File: src/ryc_pkg.sv
// Shared types, configuration codes and conversion constants for the RGB/YUV converter.
package ryc_pkg;

  typedef struct packed {
    logic [7:0] red_or_luma;
    logic [7:0] green_or_cb;
    logic [7:0] blue_or_cr;
  } ryc_in_t;

  typedef struct packed {
    logic [7:0] luma_or_red;
    logic [7:0] cb_or_green;
    logic [7:0] cr_or_blue;
  } ryc_out_t;

  localparam int unsigned CFG_IDX_W = 1;
  localparam int unsigned CFG_DATA_W = 9;
  localparam int unsigned CAP_W = 9;

  localparam logic [CFG_IDX_W-1:0] CFG_DIRECTION = 1'b0;
  localparam logic [CFG_IDX_W-1:0] CFG_LEVEL_CAP = 1'b1;

  localparam logic DIR_RGB_TO_YUV = 1'b0;
  localparam logic DIR_YUV_TO_RGB = 1'b1;

  localparam logic [CAP_W-1:0] CAP_MIN = 9'd2;
  localparam logic [CAP_W-1:0] CAP_MAX = 9'd256;

  localparam logic [16:0] KY_R = 17'd77;
  localparam logic [16:0] KY_G = 17'd150;
  localparam logic [16:0] KY_B = 17'd29;

  localparam logic signed [17:0] KC_MAIN = 18'sd128;
  localparam logic signed [17:0] KU_R = 18'sd43;
  localparam logic signed [17:0] KU_G = 18'sd85;
  localparam logic signed [17:0] KV_G = 18'sd107;
  localparam logic signed [17:0] KV_B = 18'sd21;

  localparam logic [16:0] KR_V = 17'd359;
  localparam logic [16:0] KG_U = 17'd88;
  localparam logic [16:0] KG_V = 17'd183;
  localparam logic [16:0] KB_U = 17'd454;

  localparam logic signed [10:0] OFF_R = 11'sd179;
  localparam logic signed [10:0] OFF_G = 11'sd135;
  localparam logic signed [10:0] OFF_B = 11'sd227;

endpackage

File: src/ryc_convert.sv
// Combinational colour-space arithmetic and clamping for one pixel in either direction.
module ryc_convert (
  input  ryc_pkg::ryc_in_t             pix_in,
  input  logic                         dir,
  input  logic [ryc_pkg::CAP_W-1:0]    cap,
  output ryc_pkg::ryc_out_t            pix_out
);

  logic [16:0]        a_u;
  logic [16:0]        b_u;
  logic [16:0]        c_u;
  logic signed [17:0] a_s;
  logic signed [17:0] b_s;
  logic signed [17:0] c_s;

  logic [16:0]        y_sum;
  logic signed [17:0] u_sum;
  logic signed [17:0] v_sum;
  logic [7:0]         half;
  logic signed [10:0] y_full;
  logic signed [10:0] u_full;
  logic signed [10:0] v_full;

  logic [16:0]        r_prod;
  logic [16:0]        gu_prod;
  logic [16:0]        gv_prod;
  logic [16:0]        b_prod;
  logic signed [10:0] r_full;
  logic signed [10:0] g_full;
  logic signed [10:0] b_full;

  logic [8:0]         cap_m1;

  function automatic logic [7:0] clamp_level(input logic signed [10:0] v,
                                             input logic [8:0] lim);
    logic [7:0] res;
    if (v > $signed({2'b00, lim})) begin
      res = lim[7:0];
    end else if (v < 11'sd0) begin
      res = 8'd0;
    end else begin
      res = v[7:0];
    end
    return res;
  endfunction

  always_comb begin
    a_u = {9'd0, pix_in.red_or_luma};
    b_u = {9'd0, pix_in.green_or_cb};
    c_u = {9'd0, pix_in.blue_or_cr};
    a_s = $signed({10'd0, pix_in.red_or_luma});
    b_s = $signed({10'd0, pix_in.green_or_cb});
    c_s = $signed({10'd0, pix_in.blue_or_cr});

    half = cap[8:1];
    y_sum = a_u * ryc_pkg::KY_R + b_u * ryc_pkg::KY_G + c_u * ryc_pkg::KY_B;
    u_sum = ryc_pkg::KC_MAIN * c_s - ryc_pkg::KU_R * a_s - ryc_pkg::KU_G * b_s;
    v_sum = ryc_pkg::KC_MAIN * a_s - ryc_pkg::KV_G * b_s - ryc_pkg::KV_B * c_s;
    y_full = $signed({2'b00, y_sum[16:8]});
    u_full = $signed({u_sum[17], u_sum[17:8]}) + $signed({3'b000, half});
    v_full = $signed({v_sum[17], v_sum[17:8]}) + $signed({3'b000, half});

    r_prod = c_u * ryc_pkg::KR_V;
    gu_prod = b_u * ryc_pkg::KG_U;
    gv_prod = c_u * ryc_pkg::KG_V;
    b_prod = b_u * ryc_pkg::KB_U;
    r_full = $signed({3'b000, pix_in.red_or_luma}) + $signed({2'b00, r_prod[16:8]})
             - ryc_pkg::OFF_R;
    g_full = $signed({3'b000, pix_in.red_or_luma}) + ryc_pkg::OFF_G
             - ($signed({2'b00, gu_prod[16:8]}) + $signed({2'b00, gv_prod[16:8]}));
    b_full = $signed({3'b000, pix_in.red_or_luma}) + $signed({2'b00, b_prod[16:8]})
             - ryc_pkg::OFF_B;

    cap_m1 = cap - 9'd1;
    if (dir == ryc_pkg::DIR_RGB_TO_YUV) begin
      pix_out.luma_or_red = clamp_level(y_full, cap_m1);
      pix_out.cb_or_green = clamp_level(u_full, cap_m1);
      pix_out.cr_or_blue  = clamp_level(v_full, cap_m1);
    end else begin
      pix_out.luma_or_red = clamp_level(r_full, cap_m1);
      pix_out.cb_or_green = clamp_level(g_full, cap_m1);
      pix_out.cr_or_blue  = clamp_level(b_full, cap_m1);
    end
  end

endmodule

File: src/rgb_yuv_color_converter.sv
// Top level of the RGB/YUV converter: configuration registers, input and result registers.
// The converter accepts one pixel item in every clock cycle and busy is never raised.
// Each result appears on out_pixel with out_valid high for exactly one cycle: the item is
// held in the input register while the conversion logic works on it, and its result is then
// held in the result register. The receiver cannot stall the results. Configuration writes
// take effect at once and should only be made while no item is in flight.
module rgb_yuv_color_converter (
  input  logic                              clk,
  input  logic                              rst_n,
  input  logic                              start,
  output logic                              busy,
  input  ryc_pkg::ryc_in_t                  in_pixel,
  output logic                              out_valid,
  output ryc_pkg::ryc_out_t                 out_pixel,
  input  logic                              cfg_we,
  input  logic [ryc_pkg::CFG_IDX_W-1:0]     cfg_index,
  input  logic [ryc_pkg::CFG_DATA_W-1:0]    cfg_wdata
);

  logic                          dir_r;
  logic                          dir_nxt;
  logic [ryc_pkg::CAP_W-1:0]     cap_r;
  logic [ryc_pkg::CAP_W-1:0]     cap_nxt;
  logic                          in_vld_r;
  ryc_pkg::ryc_in_t              in_pix_r;
  logic                          out_vld_r;
  ryc_pkg::ryc_out_t             out_pix_r;
  ryc_pkg::ryc_out_t             conv_pix;

  always_comb begin
    dir_nxt = dir_r;
    cap_nxt = cap_r;
    if (cfg_we) begin
      unique case (cfg_index)
        ryc_pkg::CFG_DIRECTION: begin
          dir_nxt = cfg_wdata[0];
        end
        ryc_pkg::CFG_LEVEL_CAP: begin
          if (cfg_wdata < ryc_pkg::CAP_MIN) begin
            cap_nxt = ryc_pkg::CAP_MIN;
          end else if (cfg_wdata > ryc_pkg::CAP_MAX) begin
            cap_nxt = ryc_pkg::CAP_MAX;
          end else begin
            cap_nxt = cfg_wdata;
          end
        end
        default: begin
          dir_nxt = dir_r;
        end
      endcase
    end
  end

  always_ff @(posedge clk) begin
    if (!rst_n) begin
      dir_r     <= ryc_pkg::DIR_RGB_TO_YUV;
      cap_r     <= ryc_pkg::CAP_MAX;
      in_vld_r  <= 1'b0;
      out_vld_r <= 1'b0;
    end else begin
      dir_r     <= dir_nxt;
      cap_r     <= cap_nxt;
      in_vld_r  <= start && !busy;
      out_vld_r <= in_vld_r;
    end
  end

  always_ff @(posedge clk) begin
    if (start && !busy) begin
      in_pix_r <= in_pixel;
    end
    if (in_vld_r) begin
      out_pix_r <= conv_pix;
    end
  end

  ryc_convert u_convert (
    .pix_in  (in_pix_r),
    .dir     (dir_r),
    .cap     (cap_r),
    .pix_out (conv_pix)
  );

  assign busy      = 1'b0;
  assign out_valid = out_vld_r;
  assign out_pixel = out_pix_r;

endmodule

File: config.mk
export PLATFORM = sky130hd
export DESIGN_NAME = rgb_yuv_color_converter
export DESIGN_NICKNAME = d
export VERILOG_FILES = /design/src/ryc_pkg.sv /design/src/ryc_convert.sv /design/src/rgb_yuv_color_converter.sv
export SDC_FILE = /design/constraint.sdc
export NUM_CORES = 1
export LEC_CHECK = 0
export BUFFER_PORTS_ARGS = -buffer_cell sky130_fd_sc_hd__buf_4
export CORE_ASPECT_RATIO = 0.9
export CORE_UTILIZATION = 40
export CTS_CLUSTER_DIAMETER = 100
export CTS_CLUSTER_SIZE = 40
export DETAILED_ROUTE_END_ITERATION = 10
export PLACE_DENSITY = 0.54
export SYNTH_ARGS = -nofsm -noshare
export SYNTH_HDL_FRONTEND = slang
export SYNTH_SLANG_ARGS = --single-unit
File: constraint.sdc
create_clock -name clk -period 8.9 [get_ports clk]
set_clock_uncertainty 0.1 [all_clocks]
set_input_delay 0.445 -clock clk [delete_from_list [all_inputs] [get_ports clk]]
set_output_delay 0.445 -clock clk [all_outputs]
set_load 0.01 [all_outputs]
**Word-level counts from Yosys, hierarchy flattened**

Cells that the tools add are included.

- Bits of input ports: 38
- Register bits after elaboration: 60
- Word-level logic and storage cells: 67
- Output and inout bits: 26

- Reduce and logical (&&, ||, !) cells: 2
- $mul: 11
- Bitwise operators: 1
- $add $sub $neg: 16
- Muxes and demuxes: 14
- Order comparisons: 13

Operators with widths:

| operator | count |
|---|---|
| 2-to-1 mux 8 bit | 11 |
| > comparator 11 x 10 -> 1 bit | 5 |
| less-than comparator 11 x 1 -> 1 bit, second input constant | 5 |
| subtractor 16 x 18 -> 18 bit | 2 |
| multiplier 8 x 8 -> 16 bit, second input constant | 2 |
| multiplier 7 x 8 -> 15 bit, first input constant | 2 |
| multiplier 8 x 7 -> 15 bit, second input constant | 2 |
| 2-to-1 mux 24 bit | 1 |
| adder 10 x 9 -> 11 bit | 2 |
| subtractor 11 x 9 -> 11 bit, second input constant | 2 |
| adder 8 x 9 -> 10 bit | 2 |
| 2-to-1 mux 9 bit | 2 |
| subtractor 18 x 14 -> 18 bit | 1 |
| subtractor 18 x 16 -> 18 bit | 1 |
| adder 15 x 16 -> 17 bit | 1 |
| adder 17 x 13 -> 17 bit | 1 |
| multiplier 8 x 9 -> 17 bit, second input constant | 1 |
| multiplier 6 x 8 -> 14 bit, first input constant | 1 |
| multiplier 5 x 8 -> 13 bit, first input constant | 1 |
| multiplier 8 x 5 -> 13 bit, second input constant | 1 |
| multiplier 8 x 4 -> 12 bit, second input constant | 1 |
| subtractor 11 bit | 1 |
| adder 7 x 8 -> 9 bit | 1 |
| adder 8 x 8 -> 9 bit, second input constant | 1 |
| 6 further kinds | 7 |

**Depth between registers and ports, before layout**

Gate-level depths: netlist of the first run.

- Depth after elaboration: 8
- Gate-level depth with buffers: 38
- Mapped depth without buffers: 38

**By module**

From an unflattened synthesis of the first run, not the netlist that was laid out.

- Cells, all modules: 1881
- Area total of the unflattened synthesis: 17611.9 sq um

By module, submodules not included:

| module | cells an instance | area an instance (sq um) | times used |
|---|---|---|---|
| ryc_convert | 1792 | 15722.6 | 1 |
| rgb_yuv_color_converter | 89 | 1889.3 | 1 |

**Worst setup path after synthesis of the first run**

No wires, ideal clock.

- Kind: reg2reg
- Start: register in_pix_r[14] in the netlist's numbering
- End: register out_pix_r (netlist bit out_pixel[1]) (data pin)
- Library setup time: 0.163 ns
- Path slack: 0.781 ns
- Arrival: 7.855 ns
- Stages on the path, launching flop included: 39
- Path buffers: 0
- Period minus slack after synthesis: 8.119 ns
- Cells stage by stage: edfxtp_1 ha_1 inv_1 fa_1 inv_1 fa_1 inv_1 fa_1 inv_1 ha_1 a21o_1 a21o_1 a21oi_1 xnor2_1 fa_1 inv_1 ha_1 nand3_1 (+3 left out) a21oi_1 xnor2_1 ha_1 o21a_1 o31a_1 o21a_1 o21a_1 nor2_1 ha_1 o21ai_0 nand2b_1 a21oi_1 a41oi_1 o21ai_0 o31ai_1 nor3_1 nand2_1 o221ai_1

RTL lines:

| element | RTL line | RTL |
|---|---|---|
| start: declaration | rgb_yuv_color_converter.sv:25 | `ryc_pkg::ryc_in_t in_pix_r;` |
| start signal: assignment | rgb_yuv_color_converter.sv:70 | `in_pix_r <= in_pixel;` |
| end signal: assignment | rgb_yuv_color_converter.sv:73 | `out_pix_r <= conv_pix;` |
| end: declaration | rgb_yuv_color_converter.sv:27 | `ryc_pkg::ryc_out_t out_pix_r;` |

==> impl_metrics.yaml, run 1 <==
run_status:
  status: "complete, no violations"
worst_setup_path:
  reg2regPathDepth: 34
  required_ns: 8.90
  start_kind: "register"
  worstSetupPathType: "register to register"
  path_max_fanout: 7
  max_stage_delay_ns: 0.54
  cp.depth: 34
  cp_common_cell: "inv_1"
  critPathTopFamily: "adder cells"
  critPathCaptureType: "register"
  critical_path_arrival_ns: 8.55
  critPathBufInv: 5
  slowest_stage: "edfxtp_1"
floorplan:
  io_pins: 64
  coreArea_sq_um: 43100
  start_util_pct: 40.7
  die_w_um: 223
  fp.dieH_um: 201
  dieArea_sq_um: 44600
  fp-row-count: 72
logic_synthesis:
  yosysWarnings: 0
  avgSynthCellArea_sq_um: 9.09
  yosysSeqAreaShare_pct: 9.60
  async_flop_share_pct: 0
  syn-num-nets: 2568
  synthCells: 1927
  synth_seq_cells: 60
  synth_cell_types: 72
  synth_enable_flop_cells: 48
  synth.cell_area_sq_um: 17500
  synth-main-ff-cell: "edfxtp_1"
finish:
  antenna_cells: 0
  design_area_sq_um: 19400
  final_layout_size_suffix_gt1_share_pct: 7.55
  final_cells: 2594
  final_nets: 2675
  area_growth_pct: 10.8
place:
  dpl_cell_area_sq_um: 18900
  hpwl_um: 41500
  gp_congestion: 0.959
  dp.cells: 2571
  pre_cts_slack_ns: 0.193
  io_buffer_count: 62
drt:
  drtIter0Drc: 703
  drc_errors: 0
  dr_total_vias: 13640
  wl_per_cell_um: 18.5
  drtAntennaViolNets: 0
  firstDrtPassIters: 5
  vias_per_cell: 5.26
  drt_wl_total_um: 47900
clocking:
  clkSinkCount: 60
  cts-root-buf: "clkbuf_16"
  cts_tree: "done"
  clk_pin_slew_ns: 0.07
  cts_buffers: 9
  clk-insertion-delay-late_ns: 0.40
  cts_buffer_depth: 2
  htreeDepth: 3
worst_hold_path:
  min_path_cells: 1
  hold_path_class: "input pin to register"
sta:
  final.min_clock_period_ns: 8.54
  finalSetupViolations: 0
  hold_slack_ns: 0.121
  drv_slew: 0
  maxSlewHeadroom_pct: 27.3
  tightest_slew_ns: 1.09
  clock.fmax_mhz: 117
  final_hold_viol_count: 0
  fin_crit_sh_pct: 96.0
  setup_ws_ns: 0.359
global_route:
  grt_pass1_wl_um: 76000
  track_usage_pct: 22.2
  grt_max_degree: 26
  antenna_found_initial: 0
  overflow: 0
  grt_pass1_vias: 13633
job:
  cap_violations: 0
layout make-up:
class                      count  area [sq um]
timing repair buffer         102           782
multi-input combinational   1477         14500
tap                          555           694
clock buffer                  10           229
sequential                    60          1680
inverter                     384          1440
fill                        4222         23700
clock inverter                 6           111
per-stage QoR:
step           util (%)  TNS, ns
2_1_floorplan         -        0
3_3_place_gp       43.9        0
3_5_place_dp       43.9        0
4_1_cts            44.7        0
5_1_grt            45.1   -0.509
6_report           45.1        0
cells in the mapped netlist (12+ instances only):
master	n	area share, %
a21oi_1	100	2.9
nor2b_1	34	1.2
nand2_1	65	1.4
edfxtp_1	48	8.2
o21bai_1	18	0.77
fa_1	154	18
nand2b_1	18	0.64
o21a_1	24	1.0
nand3_1	31	0.89
dfxtp_1	12	1.4
xor2_1	45	2.3
o22ai_1	16	0.57
a21o_1	38	1.6
a211oi_1	12	0.51
xnor2_1	98	4.9
nor3_1	35	1.0
nor2_1	94	2.0
mux2i_1	34	1.9
and3_1	12	0.43
ha_1	449	32
inv_1	384	8.2
o21ai_0	65	1.9
what timing repair did:
item                                    4_1_cts  5_1_grt
endpoints found under the setup margin        0       16
setup buffers                                 0        7
resized for setup                             0       24
hold buffers                                  0        0
final timing paths:
check	from	end	slack (ns)
worst min register to register	cap_r[8]$_SDFFE_PN1P_	cap_r[8]$_SDFFE_PN1P_	0.50
worst max-delay path	in_pix_r[9]$_DFFE_PP_	out_pixel[4]$_DFFE_PP_	0.36
worst max register to register	in_pix_r[9]$_DFFE_PP_	out_pixel[4]$_DFFE_PP_	0.36
worst min-delay path	in_pixel[20]	in_pix_r[20]$_DFFE_PP_	0.12
layer usage:
metal / vias up / wire (um) / GRT usage, %
li1: 6789 / - / -
met1: 6573 / 23700 / 30.9
met2: 241 / 21600 / 35.9
met3: 37 / 1850 / 3.16
met4: 0 / 825 / 5.64
met5: - / 0 / 0
kinds of logic (layout without fill, tap and decap cells):
group | after synthesis | count (layout) | synth area share, %
other | 1 | 1 | 0.0214
adders and majority gates | 603 | 603 | 49.7
and+or+nand+nor | 335 | 335 | 9.34
muxes | 38 | 38 | 2.22
buffers and inverters | 390 | 502 | 8.39
xor gates and xnor gates | 143 | 143 | 7.15
DFF | 60 | 60 | 9.60
AOI/OAI and AO/OA | 357 | 357 | 13.6
layout by cell type (no fill, tap or decap), types with 24 or more instances in the layout:
cell	n
nor2_1	92
nand2_1	65
fa_1	154
buf_4	100
a21oi_1	100
mux2i_1	34
nor3_1	34
xor2_1	45
xnor2_1	97
nand3_1	31
edfxtp_1	48
nor2b_1	33
a21o_1	38
ha_1	446
o21a_1	24
inv_1	384
o21ai_0	63
flip-flops by register name, summed over array words and instances, names as in the netlist:
| register | cells |
|---|---|
| out_valid | 1 |
| dir_r | 1 |
| cap_r | 9 |
| in_pix_r | 24 |
| out_pixel | 24 |
| in_vld_r | 1 |
Power of run 1 is not shown: default switching activity piles up to over one toggle a cycle in this logic, so the estimate is an artifact.
==> inputs of run 2 (changes only) <==
Settings changed: PLACE_DENSITY 0.54 to 0.56.
Clock period 8.9 ns to 7.59 ns, I/O delays scaled along.
==> run 2 against run 1 <==
  * The run now ends with setup timing left
  * Sequential cell count is the same
  * Sequential share of layout area shrank 1.4 points
  * Count of clock-buffer cells in the layout is the same
  * Die area is the same
  * Register-to-register slack lost 0.61 ns
==> impl_metrics.yaml, run 2 (synthesis results as in run 1) <==
run_status:
  status: "complete, but fails checks"
  violations: "setup timing"
place:
  gp_congestion: 0.882
  pre_cts_slack_ns: -0.569
  io_buffer_count: 62
  hpwl_um: 43100
clocking:
  clk-insertion-delay-late_ns: 0.39
  cts-root-buf: "clkbuf_16"
  htreeDepth: 3
  cts_buffers: 9
  cts_tree: "done"
  clk_pin_slew_ns: 0.07
  hold_buffers: 0
  cts_buffer_depth: 2
  clkSinkCount: 60
drt:
  dr_total_vias: 14819
  drc_errors: 0
  firstDrtPassIters: 5
  drtAntennaViolNets: 0
  drtIter0Drc: 622
  wl_per_cell_um: 17.8
  drt_wl_total_um: 51200
  vias_per_cell: 5.14
floorplan:
  die_w_um: 223
  fp-row-count: 72
  io_pins: 64
  fp.dieH_um: 201
  coreArea_sq_um: 43100
  start_util_pct: 40.7
  dieArea_sq_um: 44600
worst_setup_path:
  critical_path_arrival_ns: 7.85
  r2r_start: "in_pix_r[10]$_DFFE_PP_"
  worstSetupPathType: "register to register"
  critPathTopFamily: "adder cells"
  cp_common_cell: "fa_1"
  critPathBufInv: 7
  max_stage_delay_ns: 0.55
  path_max_fanout: 7
  reg2regPathDepth: 39
  critPathCaptureType: "register"
  required_ns: 7.59
  reg2reg_slack_ns: -0.26
  slowest_stage: "fa_1"
  r2r_end: "out_pixel[1]$_DFFE_PP_"
  start_kind: "register"
sta:
  maxSlewHeadroom_pct: 23.7
  drv_slew: 0
  finalSetupViolations: 23
  setup_ws_ns: -0.255
  fin_crit_sh_pct: 103
  tightest_slew_ns: 1.14
  clock.fmax_mhz: 127
  final_hold_viol_count: 0
  rsz0062_at_grt: "yes"
  final.min_clock_period_ns: 7.85
worst_hold_path:
  min_path_cells: 1
  worstHoldStart: "in_pixel[20]"
  worstHoldEndpoint: "in_pix_r[20]$_DFFE_PP_"
  hold_path_class: "input pin to register"
finish:
  final_layout_size_suffix_gt1_share_pct: 28.4
  layout_commonest_cell: "ha_1"
  area_growth_pct: 31.4
  antenna_cells: 0
  mostFrequentLayoutCells: "ha_1 (403), buf_4 (372), inv_1 (366)"
  fill_cells: 3870
  final_nets: 2965
global_route:
  grt_pass1_wl_um: 81300
  track_usage_pct: 23.3
  grt_max_degree: 26
  overflow: 0
  grt_pass1_vias: 15305
  antenna_found_initial: 0
job:
  cap_violations: 0
==> run 2: cell count changes in the layout (fill, tap and decap cells not counted), sizes merged <==
cell / change
clkinvlp: +1
buf: +290
clkinv: +1
bufinv: -2
==> run 2: timing repair <==
action                     CTS  global route
buffers inserted            45            25
setup endpoints to repair   24            24
resized for setup          175           121
pin swaps                  108           101
==> run 2: worst max-delay path by stage <==
stage | startpoint | end | slack, ns | cells past startpoint
6_report | in_pix_r[10]$_DFFE_PP_ | out_pixel[1]$_DFFE_PP_ | -0.26 | 39
5_1_grt | in_pix_r[10]$_DFFE_PP_ | out_pixel[1]$_DFFE_PP_ | -0.60 | 38
4_1_cts | in_pix_r[10]$_DFFE_PP_ | out_pixel[1]$_DFFE_PP_ | -0.23 | 39
3_5_place_dp | in_pix_r[9]$_DFFE_PP_ | out_pixel[8]$_DFFE_PP_ | -0.57 | 36
3_3_place_gp | in_pix_r[9]$_DFFE_PP_ | out_pixel[11]$_DFFE_PP_ | -0.35 | 37
2_1_floorplan | in_pix_r[14]$_DFFE_PP_ | out_pixel[0]$_DFFE_PP_ | -0.03 | 37
==> run 2: per-stage QoR <==
step | std cells | area [sq um] | utilization (%) | hold WS, ns | TNS (ns)
after floorplan | 1927 | 17600 | - | 0.378 | -0.200
after global placement | 2801 | 20700 | 48.2 | 0.458 | -6.69
after detailed placement | 2801 | 20700 | 48.2 | 0.459 | -10.39
after CTS | 2860 | 22200 | 51.5 | 0.0419 | -2.09
after global routing | 2884 | 23000 | 53.4 | 0.0535 | -9.96
final | 2884 | 23000 | 53.4 | 0.0645 | -2.73
==> run 2: routing by layer <==
layer | global-route usage [%] | part of all wire (%) | vias to the layer above | wire (um)
li1 | - | - | 7360 | -
met1 | 31.7 | 48 | 7179 | 24600
met2 | 39.2 | 47 | 209 | 24000
met3 | 2.09 | 2.4 | 71 | 1210
met4 | 7.14 | 2.7 | 0 | 1400
met5 | 0 | 0 | - | 0
==> run 2: layout make-up <==
cell class	count	area, sq um	area share [%]
sequential	60	1680	7.31
clock inverter	6	63.8	0.277
tap	555	694	3.02
inverter	384	1440	6.27
multi-input combinational	1477	15900	68.9
timing repair buffer	392	3040	13.2
clock buffer	10	229	0.995
==> run 2: worst register-to-register path, delay by kind of cell (launching register included) <==
family / cells / cell delay (ns)
buf+inv: 7 / 0.55
flops: 1 / 0.43
fa+ha+maj: 9 / 3.27
xor+xnor: 2 / 0.22
simple gates: 5 / 0.68
compound gates: 16 / 2.30
Power of run 2 is left out for the same reason.
==> inputs of run 3 (changes only) <==
Settings changed: CORE_MARGIN from default to 4, PLACE_DENSITY 0.56 to 0.54.
Clock period 7.59 ns to 8.9 ns, I/O delays scaled along.
==> run 3 against run 2 <==
  * Maximum frequency fell by 7.4%
  * Core utilization fell by 8.7 points
  * Sequential share of layout area rose by 1.4 points
  * Cell count fell by 10%
  * Via count fell by 8.2%
  * Highest routed layer unchanged
  * Hold slack improved by 0.066 ns
  * Count of clock-buffer cells in the layout fell by 1
  * Sequential cell count did not move
  * Worst setup slack improved by 0.68 ns
  * Register-to-register slack improved by 0.68 ns
  * The run now ends clean
  * First-iteration DRC count rose by 22%
  * Non-clock buffer count fell by 291
==> impl_metrics.yaml, run 3 (synthesis results as in run 1) <==
worst_setup_path:
  max_stage_delay_ns: 0.52
  critPathCaptureType: "register"
  r2r_start: "in_pix_r[9]$_DFFE_PP_"
  cp_common_cell: "ha_1"
  path_max_fanout: 7
  slowest_stage: "edfxtp_1"
  worstSetupPathType: "register to register"
  required_ns: 8.91
  start_kind: "register"
  reg2reg_slack_ns: 0.43
  reg2regPathDepth: 34
  critical_path_arrival_ns: 8.48
  r2r_end: "out_pixel[5]$_DFFE_PP_"
global_route:
  overflow: 0
  track_usage_pct: 20.8
  antenna_found_initial: 0
  grt_pass1_wl_um: 76000
  grt_max_degree: 26
  grt_pass1_vias: 13602
clocking:
  clkSinkCount: 60
  cts_buffers: 9
  cts_buffer_depth: 2
  clk-insertion-delay-late_ns: 0.39
  cts_tree: "done"
  clk_pin_slew_ns: 0.08
  htreeDepth: 3
  cts-root-buf: "clkbuf_16"
sta:
  rsz0062_at_grt: "no"
  maxSlewHeadroom_pct: 24.3
  setup_ws_ns: 0.428
  final_hold_viol_count: 0
  fin_crit_sh_pct: 95.2
  tns_ns: 0
  drv_slew: 0
  final.min_clock_period_ns: 8.47
  finalSetupViolations: 0
  tightest_slew_ns: 1.13
  hold_slack_ns: 0.131
  clock.fmax_mhz: 118
drt:
  drc_errors: 0
  dr_total_vias: 13605
  drt_wl_total_um: 48400
  vias_per_cell: 5.25
  drtAntennaViolNets: 0
  drtIter0Drc: 759
  firstDrtPassIters: 5
  wl_per_cell_um: 18.7
finish:
  design_area_sq_um: 19300
  multi_input_area_sq_um: 14400
  regArea_sq_um: 1680
  area_growth_pct: 10.2
  layout_commonest_cell: "ha_1"
  mostFrequentLayoutCells: "ha_1 (449), inv_1 (384), fa_1 (154)"
  final_layout_size_suffix_gt1_share_pct: 7.21
  fill_cells: 4206
  antenna_cells: 0
  final_nets: 2674
run_status:
  status: "complete, no violations"
place:
  dpl_cell_area_sq_um: 18900
  pre_cts_slack_ns: 0.207
  gp_congestion: 0.926
  hpwl_um: 42200
  io_buffer_count: 62
floorplan:
  fp.dieH_um: 207
  die_w_um: 229
  io_pins: 64
  coreArea_sq_um: 43200
  fp-row-count: 72
  start_util_pct: 40.6
  dieArea_sq_um: 47200
worst_hold_path:
  min_path_cells: 1
  worstHoldEndpoint: "in_pix_r[6]$_DFFE_PP_"
  worstHoldStart: "in_pixel[6]"
  hold_path_class: "input pin to register"
job:
  cap_violations: 0
==> run 3: cell types whose count changed in the layout (fill, tap and decap cells not counted), sizes merged <==
cell and change:
buf -291, inv +2, bufinv -1, clkbuf -1
clkinv -1, clkinvlp +1
==> run 3: how the worst max path moves through the flow <==
stage | to | startpoint | depth (start not counted) | slack [ns]
CTS | out_pixel[5]$_DFFE_PP_ | in_pix_r[9]$_DFFE_PP_ | 35 | 0.21
finish | out_pixel[5]$_DFFE_PP_ | in_pix_r[9]$_DFFE_PP_ | 34 | 0.43
floorplan | out_pixel[1]$_DFFE_PP_ | in_pix_r[14]$_DFFE_PP_ | 38 | 0.78
detailed placement | out_pixel[5]$_DFFE_PP_ | in_pix_r[9]$_DFFE_PP_ | 35 | 0.21
global route | out_pixel[12]$_DFFE_PP_ | in_pix_r[11]$_DFFE_PP_ | 35 | 0.02
global placement | out_pixel[4]$_DFFE_PP_ | in_pix_r[9]$_DFFE_PP_ | 35 | 0.34
==> run 3: cell type report <==
| class | count | share of cell area, % |
|---|---|---|
| multi-input combinational | 1477 | 74.7 |
| sequential | 60 | 8.71 |
| clock buffer | 9 | 1.17 |
| clock inverter | 7 | 0.311 |
| inverter | 384 | 7.47 |
| tap | 555 | 3.60 |
| timing repair buffer | 101 | 4.06 |
==> run 3: repair_timing <==
item	CTS	global route
hold buffers	0	0
endpoints found under the setup margin	0	21
buffers inserted	0	9
resized for setup	0	15
==> run 3: stage by stage <==
step | util, % | cells
after global placement | 43.7 | 2568
final | 44.7 | 2593
after global routing | 44.7 | 2593
after floorplan | - | 1927
after detailed placement | 43.7 | 2568
after CTS | 44.4 | 2584
==> run 3: layer usage <==
| metal | track usage (%) | up-vias | share of wire [%] |
|---|---|---|---|
| met3 | 2.87 | 42 | 4.1 |
| met4 | 4.53 | 0 | 1.5 |
| met5 | 0 | - | 0 |
| met1 | 29.6 | 6503 | 50 |
| li1 | - | 6793 | - |
| met2 | 33.8 | 267 | 44 |
==> run 3: critical path, delay by kind of cell (launching register included) <==
family,cells,cell delay (ns)
AOI/OAI and AO/OA,13,2.25
xor gates and xnor gates,3,0.53
adders and majority gates,9,3.43
buffers and inverters,3,0.26
DFF,1,0.52
and+or+nand+nor,6,1.10
Power of run 3 is left out for the same reason.
